[src/hdl/upd_pkg.sv]
`timescale 1ns / 1ps
`default_nettype none

package upd_pkg;

   localparam int ByteWidth = 8;
   localparam int NibbleWidth = 4;
   localparam int PhaseWidth = 2;

   // escape phase codes
   localparam logic [PhaseWidth-1:0] PHASE_PLAIN = 2'd0;
   localparam logic [PhaseWidth-1:0] PHASE_HIGH = 2'd1;
   localparam logic [PhaseWidth-1:0] PHASE_LOW = 2'd2;

   localparam logic [ByteWidth-1:0] CHAR_PERCENT = 8'h25;
   localparam logic [ByteWidth-1:0] CHAR_PLUS = 8'h2B;
   localparam logic [ByteWidth-1:0] CHAR_SPACE = 8'h20;
   localparam logic [ByteWidth-1:0] CHAR_ZERO = 8'h30;
   localparam logic [ByteWidth-1:0] CHAR_NINE = 8'h39;
   localparam logic [ByteWidth-1:0] CHAR_UPPER_A = 8'h41;
   localparam logic [ByteWidth-1:0] CHAR_UPPER_F = 8'h46;
   localparam logic [ByteWidth-1:0] CHAR_NUL = 8'h00;

   typedef struct packed {
      logic [PhaseWidth-1:0]  phase;
      logic [NibbleWidth-1:0] high_nibble;
   } upd_state_type;

   typedef struct packed {
      logic [ByteWidth-1:0] out_byte;
      logic                 out_valid;
      logic                 out_last;
   } upd_result_type;

   // hex digit value, 5 bits wide: a nul digit counts as 16
   function automatic logic [NibbleWidth:0] digit_value(input logic [ByteWidth-1:0] b);
      logic [NibbleWidth:0] v;
      v = '0;
      if (b >= CHAR_ZERO && b <= CHAR_NINE) begin
         v = 5'((b - CHAR_ZERO) & 8'h0F);
      end else if (b >= CHAR_UPPER_A && b <= CHAR_UPPER_F) begin
         v = 5'(((b - CHAR_UPPER_A) & 8'h0F) + 8'd10);
      end else if (b == CHAR_NUL) begin
         v = 5'd16;
      end
      return v;
   endfunction

endpackage

`default_nettype wire

[src/hdl/upd_decode.sv]
`timescale 1ns / 1ps
`default_nettype none

module upd_decode import upd_pkg::*; (
   input  wire upd_state_type        state_cur,
   input  wire logic [ByteWidth-1:0] in_byte,
   input  wire logic                 end_of_string,
   output upd_state_type             state_nxt,
   output upd_result_type            result
);

   logic [NibbleWidth:0] dig;

   always_comb begin
      dig = digit_value(in_byte);
      state_nxt.phase = PHASE_PLAIN;
      state_nxt.high_nibble = state_cur.high_nibble;
      result.out_byte = '0;
      result.out_valid = 1'b0;
      result.out_last = end_of_string;
      priority if (state_cur.phase == PHASE_HIGH) begin
         state_nxt.high_nibble = dig[NibbleWidth-1:0];
         state_nxt.phase = PHASE_LOW;
      end else if (state_cur.phase == PHASE_LOW) begin
         // nul low digit sets bit 4 on top of the high nibble
         result.out_byte = {state_cur.high_nibble, {NibbleWidth{1'b0}}}
                           | {{(ByteWidth-NibbleWidth-1){1'b0}}, dig};
         result.out_valid = 1'b1;
      end else begin
         // plain, and the unreachable fourth code
         priority if (in_byte == CHAR_PERCENT) begin
            state_nxt.phase = PHASE_HIGH;
         end else if (in_byte == CHAR_PLUS) begin
            result.out_byte = CHAR_SPACE;
            result.out_valid = 1'b1;
         end else begin
            result.out_byte = in_byte;
            result.out_valid = 1'b1;
         end
      end
      // string end drops any open escape
      if (end_of_string) begin
         state_nxt.phase = PHASE_PLAIN;
      end
   end

endmodule

`default_nettype wire

[src/hdl/url_percent_decoder.sv]
`timescale 1ns / 1ps
`default_nettype none

// url percent decoder: takes one byte of an escaped string per request and returns
// exactly one result per request, one per clock when neither side stalls. a '+'
// comes out as a space, '%' opens an escape whose next two bytes are hex digits
// (only 0-9 and A-F; a nul digit counts 16, anything else 0) that form one byte,
// and every other byte passes through. req_tlast marks the last byte of a string;
// an escape cut short by it is dropped, and rsp_tuser low says that no byte was
// produced (rsp_tdata is then zero). each request passes an input register and then a
// result register on its way to the output; the escape phase and pending high
// nibble advance as a request moves from the input register into the result
// register.

module url_percent_decoder import upd_pkg::*; (
   input  wire logic                 clock,
   input  wire logic                 reset,
   input  wire logic                 req_tvalid,
   output logic                      req_tready,
   input  wire logic [ByteWidth-1:0] req_tdata,   // [7:0] in_byte
   input  wire logic                 req_tlast,   // end_of_string
   output logic                      rsp_tvalid,
   input  wire logic                 rsp_tready,
   output logic [ByteWidth-1:0]      rsp_tdata,   // [7:0] out_byte
   output logic                      rsp_tuser,   // out_valid
   output logic                      rsp_tlast    // out_last
);

   // input register
   logic                 in_valid_ff, in_valid_in;
   logic [ByteWidth-1:0] in_byte_ff;
   logic                 in_last_ff;

   // result register
   logic                 out_valid_ff, out_valid_in;
   upd_result_type       out_ff;

   // decoder state
   upd_state_type        state_ff, state_in;
   upd_result_type       result;

   logic                 advance;
   logic                 req_take;

   // the input register moves on when the result register is empty or being read
   assign advance = !out_valid_ff || rsp_tready;
   assign req_tready = !in_valid_ff || advance;
   assign req_take = req_tvalid && req_tready;

   upd_decode u_decode (
      .state_cur     (state_ff),
      .in_byte       (in_byte_ff),
      .end_of_string (in_last_ff),
      .state_nxt     (state_in),
      .result        (result)
   );

   always_comb begin
      in_valid_in = in_valid_ff;
      if (req_tready) begin
         in_valid_in = req_tvalid;
      end
      out_valid_in = out_valid_ff;
      if (advance) begin
         out_valid_in = in_valid_ff;
      end
   end

   always_ff @(posedge clock) begin
      if (reset) begin
         in_valid_ff <= 1'b0;
         out_valid_ff <= 1'b0;
         state_ff.phase <= PHASE_PLAIN;
         state_ff.high_nibble <= '0;
      end else begin
         in_valid_ff <= in_valid_in;
         out_valid_ff <= out_valid_in;
         // state advances only when a request is decoded into the result register
         if (advance && in_valid_ff) begin
            state_ff <= state_in;
         end
      end
   end

   // payload registers
   always_ff @(posedge clock) begin
      if (req_take) begin
         in_byte_ff <= req_tdata;
         in_last_ff <= req_tlast;
      end
      if (advance && in_valid_ff) begin
         out_ff <= result;
      end
   end

   assign rsp_tvalid = out_valid_ff;
   assign rsp_tdata = out_ff.out_byte;
   assign rsp_tuser = out_ff.out_valid;
   assign rsp_tlast = out_ff.out_last;

endmodule

`default_nettype wire

[config.mk]
export PLATFORM = sky130hd
export DESIGN_NAME = url_percent_decoder
export DESIGN_NICKNAME = d
export VERILOG_FILES = /design/src/hdl/upd_pkg.sv /design/src/hdl/upd_decode.sv /design/src/hdl/url_percent_decoder.sv
export SDC_FILE = /design/constraint.sdc
export NUM_CORES = 1
export LEC_CHECK = 0
export BUFFER_PORTS_ARGS = -buffer_cell sky130_fd_sc_hd__buf_2
export CELL_PAD_IN_SITES_DETAIL_PLACEMENT = 1
export CELL_PAD_IN_SITES_GLOBAL_PLACEMENT = 1
export CORE_MARGIN = 10
export CORE_UTILIZATION = 35
export DETAILED_ROUTE_END_ITERATION = 16
export GPL_TIMING_DRIVEN = 0
export PLACE_DENSITY_LB_ADDON = 0.1
export SLEW_MARGIN = 20
export SYNTH_ARGS = -nofsm -noshare
export SYNTH_HDL_FRONTEND = slang
export SYNTH_HIERARCHICAL = 1
export SYNTH_SLANG_ARGS = --single-unit
[constraint.sdc]
create_clock -name clock -period 4.3 [get_ports clock]
set_clock_uncertainty 0.2 [all_clocks]
set_input_delay 0.86 -clock clock [delete_from_list [all_inputs] [get_ports clock]]
set_output_delay 0.86 -clock clock [all_outputs]
set_load 0.02 [all_outputs]
==> results of run 1 <==
[area by class of cell]
cell class	instances	area (sq um)
fill	489	2520
multi-input combinational	104	717
timing repair buffer	24	120
inverter	6	22.5
tap	52	65.1
sequential	27	731
clock inverter	1	7.51
buffer	9	65.1
clock buffer	3	41.3
[logic make-up (layout without fill, tap and decap cells)]
kind of cell / Yosys count / after routing
buf+inv: 15 / 43
flops: 27 / 27
simple gates: 58 / 58
compound gates: 33 / 33
xor+xnor: 3 / 3
mux: 6 / 6
fa+ha+maj: 4 / 4
[worst max-delay path: stages (launching register included)]
cell      delay, ps
edfxtp_1        530
inv_1           190
ha_1            290
or4b_1          480
or3_1           340
buf_6           150
a32oi_2         250
o21ai_1         110
[metal layers]
layer / vias up / GRT usage / routed length, um
li1: 603 / - / -
met3: 7 / 0.0347 / 256
met1: 607 / 0.128 / 1700
met5: - / 0 / 0
met4: 0 / 0.0486 / 78
met2: 38 / 0.183 / 1870
[registers in the layout, indices dropped and copies added, names as in the netlist]
name and count:
in_byte_ff 8, rsp_tuser 1, rsp_tdata 8, rsp_tvalid 1
rsp_tlast 1, in_last_ff 1, in_valid_ff 1, state_ff 6
[cell usage in the layout, fill, tap and decap left out, drive strengths merged, types with 2 or more instances in the layout]
cell,count
a211oi,2
a21oi,7
a22o,2
a31oi,3
a32oi,3
buf,31
clkbuf,5
dfxtp,8
edfxtp,19
ha,4
inv,6
mux2i,6
nand2,6
nand2b,14
nand3,5
nand3b,3
nand4,4
nor2,10
nor2b,4
nor3,3
nor3b,2
o21ai,6
o311ai,2
xor2,2
[worst max-delay path by stage]
stage / start / to / slack, ps / depth (start not counted)
after floorplan: in_byte_ff[0] / rsp_tdata[2] / 1860 / 7
after global placement: in_byte_ff[0] / state_ff[1] / 1590 / 9
after detailed placement: in_byte_ff[0] / state_ff[1] / 1490 / 9
after CTS: in_byte_ff[0] / state_ff[1] / 1490 / 9
after global routing: in_byte_ff[0] / state_ff[1] / 1380 / 9
final: in_byte_ff[0] / rsp_tdata[2] / 1510 / 7
[power by group]
part	switching, mW	leakage (nW)	internal (mW)
sequential	0.00871	0.243	0.290
combinational	0.0368	0.362	0.0265
clock	0.0854	0.0217	0.0660
total	0.131	0.627	0.382
[synth_stat cells (2+ instances only)]
cell type / number / area, sq um
a211oi_1: 2 / 15.0
clkbuf_1: 2 / 7.51
nand2b_1: 14 / 87.6
dfxtp_1: 8 / 160
buf_4: 4 / 30.0
a32oi_1: 2 / 17.5
mux2i_1: 6 / 60.1
buf_6: 2 / 22.5
nand3b_1: 3 / 22.5
a22o_1: 2 / 17.5
o21ai_0: 4 / 20.0
nor2b_1: 2 / 12.5
o311ai_0: 2 / 17.5
edfxtp_1: 19 / 571
nand3_1: 5 / 25.0
xor2_1: 2 / 17.5
ha_1: 4 / 50.1
nor3_1: 3 / 15.0
a21oi_1: 7 / 35.0
a31oi_1: 3 / 18.8
nor3b_1: 2 / 15.0
o21ai_1: 2 / 10.0
inv_1: 6 / 22.5
nand2_1: 6 / 22.5
nor2_1: 10 / 37.5
nand4_1: 4 / 25.0
[stage by stage]
stage	power (mW)	util	cell area [sq um]	worst slack, ps	hold WS (ps)
CTS	0.520	0.412	1770	1490	310
global route	0.541	0.412	1770	1380	331
global placement	0.365	0.401	1720	1590	262
floorplan	0.345	-	1540	1860	249
detailed placement	0.368	0.401	1720	1490	293
finish	0.513	0.412	1770	1510	305
==> out/metrics.csv, run 1 <==
metric;value;unit
routed vias;1255;
Final Net Count;192;
Final ANT Viol Nets;0;
Pins Over Slew Limit;0;
Inst Count DP;222;
unrepaired setup endpoints after global routing;false;
# setup viols final;0;
Num CTS Buffers;3;
die extent in x;86.2;um
worst setup path class;reg -> reg;
CTS root buf;clkbuf_8;
Final GP Congestion;0.819;
setup_tns;0;ps
#FFs+latches synth;27;
die height;86.2;um
Mapped Area;0.00154;sq mm
fraction of the cycle the final worst path needs;0.649;
first-pass GRT wire length;6640;um
number of global-route vias before repair;1335;
synth unique cells;46;
Peak VDD IR;0.000119;V
largest family of logic cells by synthesized area;simple AND/OR/NAND/NOR gates;
RR Endpoint;rsp_tdata[2];
Post-synth EDFFs;19;
layout cells sized above 1;0.224;
Mapped Cells;146;
multiplexer share of the synthesized area;0.0391;
Data required, critical path;4130;ps
H-tree levels;1;
dominant synthesized flop cell;edfxtp_1;
max-cap viol count;0;
Initial DRC Count;122;
sequential fraction of the synthesis area;0.476;
Finished Layout Cells;226;
total length of routed wires;3900;um
Net Count, Synth;163;
vias per cell;5.55;
Adder-Cell Fraction of Synth Area;0.0326;
fmax;359;MHz
min-delay src;state_ff[4];
synth-to-layout area growth;15.2;%
hold path cells;2;
Clock Path Buffers;2;
XOR/XNOR share of the synthesized area;0.0171;
Hold EP;state_ff[4];
worst min path class;reg -> reg;
arrival time worst endpoint;2620;ps
FF-to-FF path depth;7;
initial antenna violation count;0;
Slew Limit Headroom;0.474;
Pleak;0.627;nW
Worst-Margin Slew;789;ps
CP endpoint kind;register;
largest net degree at the start of global routing;17;
Post-synth ARST share;0;
Critical R2R Launch;in_byte_ff[0];
Avg WL per Cell;17.3;um
Final Hold Viols;0;
count of buffers from port buffering;24;
TritonRoute pass-1 iters;4;
Clk Latency, worst-skew pair;280;ps
YS warnings;6;
Pwr Density;290;mW/mm^2
gr ovfl total;0;
critical path startpoint category;register;
Post-Synth Simple-Gate Area;0.223;
number of top-level pins;25;
Tot GR Track Use;0.110;
DIE AREA;0.00744;sq mm
ant diodes;0;
outcome;finished, final reports clean;
R2R Setup Slk;1510;ps
Post-CTS Setup Bufs;0;
CTS Sinks;27;
hold buffers post-CTS;0;
FP Rows;24;
CTS tree;built;
crit path max fanout;9;
cts repair resizes;0;
Clk pin slew, worst setup/hold paths;100;ps
fin crit period;2790;ps
Final HPWL DP;3070;um
syn_area_per_cell;10.5;sq um
drc violations;0;
Core Area;0.00429;sq mm
Compound-Gate Fraction of Synth Area;0.155;
starting density of the core;0.358;
Power figures use the tool's default switching activity.
==> run 2, diff against run 1 <==
- ABC_AREA: default -> 1
- clock period: 4.3 -> 2.87 ns (I/O delays scaled with it)
==> run 2 against run 1 <==
Compared with the run above: sequential power grew 55%; clock power increased by 40%; core utilization rose by 0.29 points; critical endpoint is now state_ff[3]; hold slack got worse by 27 ps.
==> out/metrics.csv, run 2 <==
metric;value;unit;change
Core Area;0.00432;sq mm;+0.70%
synth-to-layout area growth;15.1;%;
Final Net Count;234;;+22%
first-pass GRT wire length;6930;um;+4.4%
Inst Count DP;264;;+19%
Initial DRC Count;130;;+6.6%
starting density of the core;0.361;;+0.00301
Placed Area;0.00174;sq mm;+1.4%
count of buffers from port buffering;24;;unchanged
largest area contributor in the netlist;edfxtp_1;;
Mapped Area;0.00156;sq mm;+1.5%
most area-consuming cells after synthesis;edfxtp_1 (37%), dfxtp_1 (10%), nand2_1 (10%), inv_1 (6.0%), a21oi_1 (5.1%);;
Worst path slowest cell;edfxtp_1;;
TritonRoute pass-1 iters;4;;unchanged
initial antenna violation count;0;;unchanged
#FFs+latches synth;27;;unchanged
vias per cell;4.86;;-12%
arrival time worst endpoint;2320;ps;-300 ps
cts repair resizes;0;;unchanged
CTS Sinks;27;;unchanged
syn_area_per_cell;8.29;sq um;-21%
Mapped Cells;188;;+29%
final instance area;0.00179;sq mm;+1.4%
layout cells sized above 1;0.250;;+0.0259
hold buffers post-CTS;0;;unchanged
crit-path max cell delay;520;ps;about the same
Top cell by count, worst path;inv_1;;
Post-Synth Simple-Gate Area;0.285;;+0.0616
outcome;finished, final reports clean;;
Commonest cells post-synth;nand2_1 (42), inv_1 (25), edfxtp_1 (19);;
Tot GR Track Use;0.112;;+0.00155
crit path max fanout;6;;-3
Pleak;0.795;nW;+27%
Clock Path Buffers;2;;unchanged
sequential fraction of the synthesis area;0.469;;-0.00726
commonest non-fill, non-tap cells in the layout;nand2_1 (42), inv_1 (25), buf_2 (24);;
min-delay src;req_tdata[6];;
DIE AREA;0.00752;sq mm;+1.2%
Post-synth ARST share;0;;unchanged
Slew Limit Headroom;0.564;;+0.0905
ant diodes;0;;unchanged
Hold EP;in_byte_ff[6];;
number of top-level pins;25;;unchanged
multiplexer share of the synthesized area;0;;-0.0391
largest family of logic cells by synthesized area;simple AND/OR/NAND/NOR gates;;
worst setup path class;reg -> reg;;
Finished Layout Cells;268;;+19%
Final Hold Viols;0;;unchanged
die extent in x;86.7;um;+0.59%
worst min path class;in -> reg;;
hold path cells;1;;-1
Avg WL per Cell;14.8;um;-14%
Final ANT Viol Nets;0;;unchanged
CTS root buf;clkbuf_8;;
Clk Latency, worst-skew pair;270;ps;about the same
Critical R2R Launch;in_byte_ff[1];;
RR Endpoint;state_ff[3];;
Final HPWL DP;3210;um;+4.4%
Pwr Density;462;mW/mm^2;+59%
CP endpoint kind;register;;
Peak VDD IR;0.000162;V;+36%
CTS tree;built;;
Clk pin slew, worst setup/hold paths;90;ps;about the same
R2R Setup Slk;570;ps;-940 ps
Compound-Gate Fraction of Synth Area;0.104;;-0.0513
total length of routed wires;3970;um;+1.9%
gr ovfl total;0;;unchanged
critical path's top delay family;flip-flops;;
routed vias;1303;;+3.8%
largest net degree at the start of global routing;16;;-1
Net Count, Synth;205;;+26%
fin crit period;2300;ps;-486 ps
fraction of the cycle the final worst path needs;0.803;;+0.154
Post-CTS Setup Bufs;0;;unchanged
CP Buf/Inv Count;4;;+2
Final GP Congestion;0.940;;+15%
Worst-Margin Slew;654;ps;-136 ps
unrepaired setup endpoints after global routing;false;;
Pins Over Slew Limit;0;;unchanged
XOR/XNOR share of the synthesized area;0.00562;;-0.0115
most common cell in the netlist;nand2_1;;
# setup viols final;0;;unchanged
number of global-route vias before repair;1470;;+10%
setup_tns;0;ps;unchanged
H-tree levels;1;;unchanged
critical path startpoint category;register;;
die height;86.7;um;+0.59%
YS warnings;6;;unchanged
synth unique cells;26;;-43%
dominant synthesized flop cell;edfxtp_1;;
cell breakdown of the critical path;inv_1 > ha_1 > xor2_1 > ha_1 > inv_1 > nand3_1 > nand2_1 > inv_1 > nand2_1 > a31oi_1 > inv_1 > nand3_1 > nand2_1 > nor2_1;;
Post-synth EDFFs;19;;unchanged
Num CTS Buffers;3;;unchanged
share of the synthesized area in the top cell type;0.366;;-0.00567
Adder-Cell Fraction of Synth Area;0.0321;;-0.000497
drc violations;0;;unchanged
FP Rows;24;;unchanged
final total power;0.829;mW;+62%
max-cap viol count;0;;unchanged
FF-to-FF path depth;14;;+7
fmax;434;MHz;+21%
Data required, critical path;2890;ps;-1240 ps
commonest non-fill, non-tap cell in the layout;nand2_1;;
## run 2: changes by cell type after synthesis, moves of 6 or more
| cell | before | now |
|---|---|---|
| a21oi_1 | 7 | 16 |
| inv_1 | 6 | 25 |
| mux2i_1 | 6 | 0 |
| nand2_1 | 6 | 42 |
| nand3_1 | 5 | 15 |
| nand2b_1 | 14 | 0 |
| nor2_1 | 10 | 18 |
## run 2: metrics by stage
stage,utilization,hold WS [ps],setup slack (ps)
after global placement,0.403,270,626
after detailed placement,0.403,275,559
after global routing,0.415,265,395
after floorplan,-,252,891
final,0.415,278,566
after CTS,0.414,274,540
## run 2: how the worst max path moves through the flow
stage	start	end	slack, ps	cells past startpoint
6_report	in_byte_ff[1]	state_ff[3]	570	14
5_1_grt	in_byte_ff[1]	state_ff[3]	400	14
4_1_cts	in_byte_ff[1]	state_ff[3]	540	14
3_5_place_dp	in_byte_ff[1]	state_ff[3]	560	14
3_3_place_gp	in_byte_ff[1]	state_ff[3]	630	14
2_1_floorplan	in_byte_ff[1]	state_ff[3]	890	14
## run 2: final cells by class
type                    count  area, sq um
well taps                  52         65.1
multi-input cells         126          668
repair buffers             24          120
inverters                  30          115
flip-flops and latches     27          731
fillers                   551         2530
plain buffers               5         48.8
clock inverters             1         5.00
clock buffers               3         41.3
## run 2: cell families after synthesis
kind of cell             after synthesis
adder cells (fa/ha/maj)                4
XOR/XNOR                               1
buffers and inverters                 35
flip-flops                            27
AND/OR/NAND/NOR                       92
AO/OA/AOI/OAI                         29
## run 2: metal layers
metal  wire length (um)  global-route usage  vias up
li1                   -                   -      669
met1               1730               0.129      608
met2               2000               0.195       22
met3                211              0.0338        4
met4                 35              0.0309        0
met5                  0                   0        -
## run 2: power by group
group / switching [mW] / leakage, nW / internal [mW]
Clock: 0.114 / 0.0255 / 0.0971
Combinational: 0.0990 / 0.522 / 0.0556
Sequential: 0.0182 / 0.247 / 0.445
==> run 3, diff against run 2 <==
- ABC_AREA: 1 -> 0
- clock period: 2.87 -> 1.91 ns (I/O delays scaled with it)
==> run 3 against run 2 <==
Compared with the run above: sequential power increased by 45%; highest routed layer unchanged; largest cell class is now multi-input gates; total power rose by 40%; critical endpoint is now state_ff[2]; fmax down 0.80%; register-to-register slack worse by 980 ps; worst setup slack worse by 980 ps; sequential share of layout area decreased by 2.5 points; count of clock-buffer cells in the layout stayed put; die area fell by 1.2%; hold slack worse by 200 ps; cell count fell by 13%; combinational power increased by 8%; non-clock buffer count grew 11; the flow now finishes with violations (negative setup slack).
==> out/metrics.csv, run 3 (synthesis gave the netlist of run 1 again) <==
metric;value;unit;change
critical path startpoint category;register;;
critical path's top delay family;simple AND/OR/NAND/NOR gates;;
Worst-Margin Slew;830;ps;+176 ps
gr ovfl total;0;;unchanged
Num CTS Buffers;3;;unchanged
Final Net Count;199;;-15%
combinational share of power;0.145;;-0.041
fmax;431;MHz;-0.80%
unrepaired setup endpoints after global routing;true;;
Clk pin slew, worst setup/hold paths;90;ps;about the same
FP Rows;24;;unchanged
Avg WL per Cell;17.4;um;+17%
Data required, critical path;1870;ps;-1020 ps
Core Area;0.00429;sq mm;-0.69%
crit-path max cell delay;450;ps;-70 ps
Sw Pwr;0.290;mW;+25%
commonest non-fill, non-tap cells in the layout;buf_2 (25), edfxtp_1 (19), nand2b_1 (14);;
starting density of the core;0.358;;-0.00301
layout cells sized above 1;0.331;;+0.0815
H-tree levels;1;;unchanged
Clock Power Share;0.277;;+0.022
dpl ws;-763;ps;-1320 ps
synth-to-layout area growth;24.6;%;
M1 WL;1790;um;+3.6%
FF-to-FF path depth;8;;-6
die extent in x;86.2;um;-0.59%
arrival time worst endpoint;2290;ps;-30 ps
CTS tree;built;;
RR Endpoint;state_ff[2];;
Final GP Congestion;0.898;;-4.4%
min-delay src;req_tdata[4];;
Met2 Routed Length;1960;um;-2.2%
number of global-route vias before repair;1431;;-2.7%
critical path launch point;in_byte_ff[0];;
CTS root buf;clkbuf_8;;
Final HPWL DP;3030;um;-5.6%
worst min path class;in -> reg;;
Int Pwr;0.872;mW;+46%
failing checks;negative setup slack;;
routed vias;1277;;-2.0%
fraction of the cycle the final worst path needs;1.22;;+0.413
Slew Limit Headroom;0.447;;-0.117
largest net degree at the start of global routing;17;;+1
Top Metal Used;met4;;
TritonRoute pass-1 iters;4;;unchanged
Placed Area;0.00173;sq mm;-0.65%
Critical R2R Launch;in_byte_ff[0];;
CP Buf/Inv Count;1;;-3
DIE AREA;0.00744;sq mm;-1.2%
die height;86.2;um;-0.59%
fin crit period;2320;ps;+18.6 ps
R2R Setup Slk;-410;ps;-980 ps
Worst Setup Slack, final;-412;ps;-979 ps
Clock Path Buffers;2;;unchanged
crit path max fanout;8;;+2
initial antenna violation count;0;;unchanged
met3 wire len;215;um;+1.9%
Worst path slowest cell;or4b_4;;
Clk Latency, worst-skew pair;270;ps;about the same
outcome;finished, violations left;;
number of top-level pins;25;;unchanged
cell breakdown of the critical path;inv_2 > ha_4 > or4b_4 > or3_4 > a32oi_4 > o21ai_1 > nand2b_1 > mux2i_1;;
ant diodes;0;;unchanged
commonest non-fill, non-tap cell in the layout;buf_2;;
# setup viols final;9;;+9
Sw Ratio;0.249;;-0.0300
final instance area;0.00191;sq mm;+6.6%
count of buffers from port buffering;24;;unchanged
Final ANT Viol Nets;0;;unchanged
total length of routed wires;4060;um;+2.1%
hold path cells;1;;unchanged
Finished Layout Cells;233;;-13%
CP endpoint kind;register;;
Pleak;0.677;nW;-15%
first-pass GRT wire length;6790;um;-2.0%
vias per cell;5.48;;+13%
CTS Sinks;27;;unchanged
worst setup path class;reg -> reg;;
Pins Over Slew Limit;0;;unchanged
Final Hold Viols;0;;unchanged
Peak VDD IR;0.000306;V;+89%
Inst Count DP;222;;-16%
Initial DRC Count;63;;-52%
Flop pwr share;0.578;;+0.020
Pwr Density;607;mW/mm^2;+31%
max-cap viol count;0;;unchanged
Tot GR Track Use;0.112;;-0.000255
Hold EP;in_byte_ff[4];;
hold buffers post-CTS;0;;unchanged
drc violations;0;;unchanged
-- run 3: layout make-up --
class,count,area (sq um)
Inverter,6,22.5
Sequential cell,27,731
Multi-Input combinational cell,104,810
Clock inverter,1,5.00
Timing Repair Buffer,32,184
Buffer,8,55.1
Fill cell,487,2380
Tap cell,52,65.1
Clock buffer,3,41.3
-- run 3: worst max-delay path by stage --
stage                         to  slack [ps]  cells after the start
finish               state_ff[2]        -410                      8
global route         state_ff[2]        -510                      8
CTS                 rsp_tdata[2]        -480                      7
detailed placement   state_ff[1]        -760                      9
global placement     state_ff[1]        -700                      9
floorplan            state_ff[2]        -450                      9
-- run 3: metal layers --
| layer | vias up | global-route usage |
|---|---|---|
| li1 | 618 | - |
| met1 | 611 | 0.127 |
| met2 | 40 | 0.189 |
| met3 | 8 | 0.0366 |
| met4 | 0 | 0.0427 |
| met5 | - | 0 |
-- run 3: timing repair --
action                                  CTS  global route
resized for setup                         7            10
pin swaps                                 9             4
gates cloned                              0             0
buffers inserted                          8             0
endpoints found under the setup margin   11            11
endpoints found under the hold margin     0             0
-- run 3: metrics by stage --
step	util	power (mW)	hold WS (ps)	setup TNS [ps]
detailed placement	0.404	0.832	283	-5960
global route	0.446	1.22	65.5	-4230
global placement	0.404	0.827	264	-5560
CTS	0.437	1.17	73.8	-3680
floorplan	-	0.779	249	-3560
finish	0.446	1.16	79.6	-3280
-- run 3: power by group through the flow --
stage                     Combinational (mW)  Sequential, mW  Clock (mW)
after global placement                 0.141           0.686           0
after floorplan                       0.0870           0.692           0
final                                  0.168           0.672       0.322
after global routing                   0.185           0.675       0.360
after CTS                              0.165           0.671       0.333
after detailed placement               0.145           0.687           0
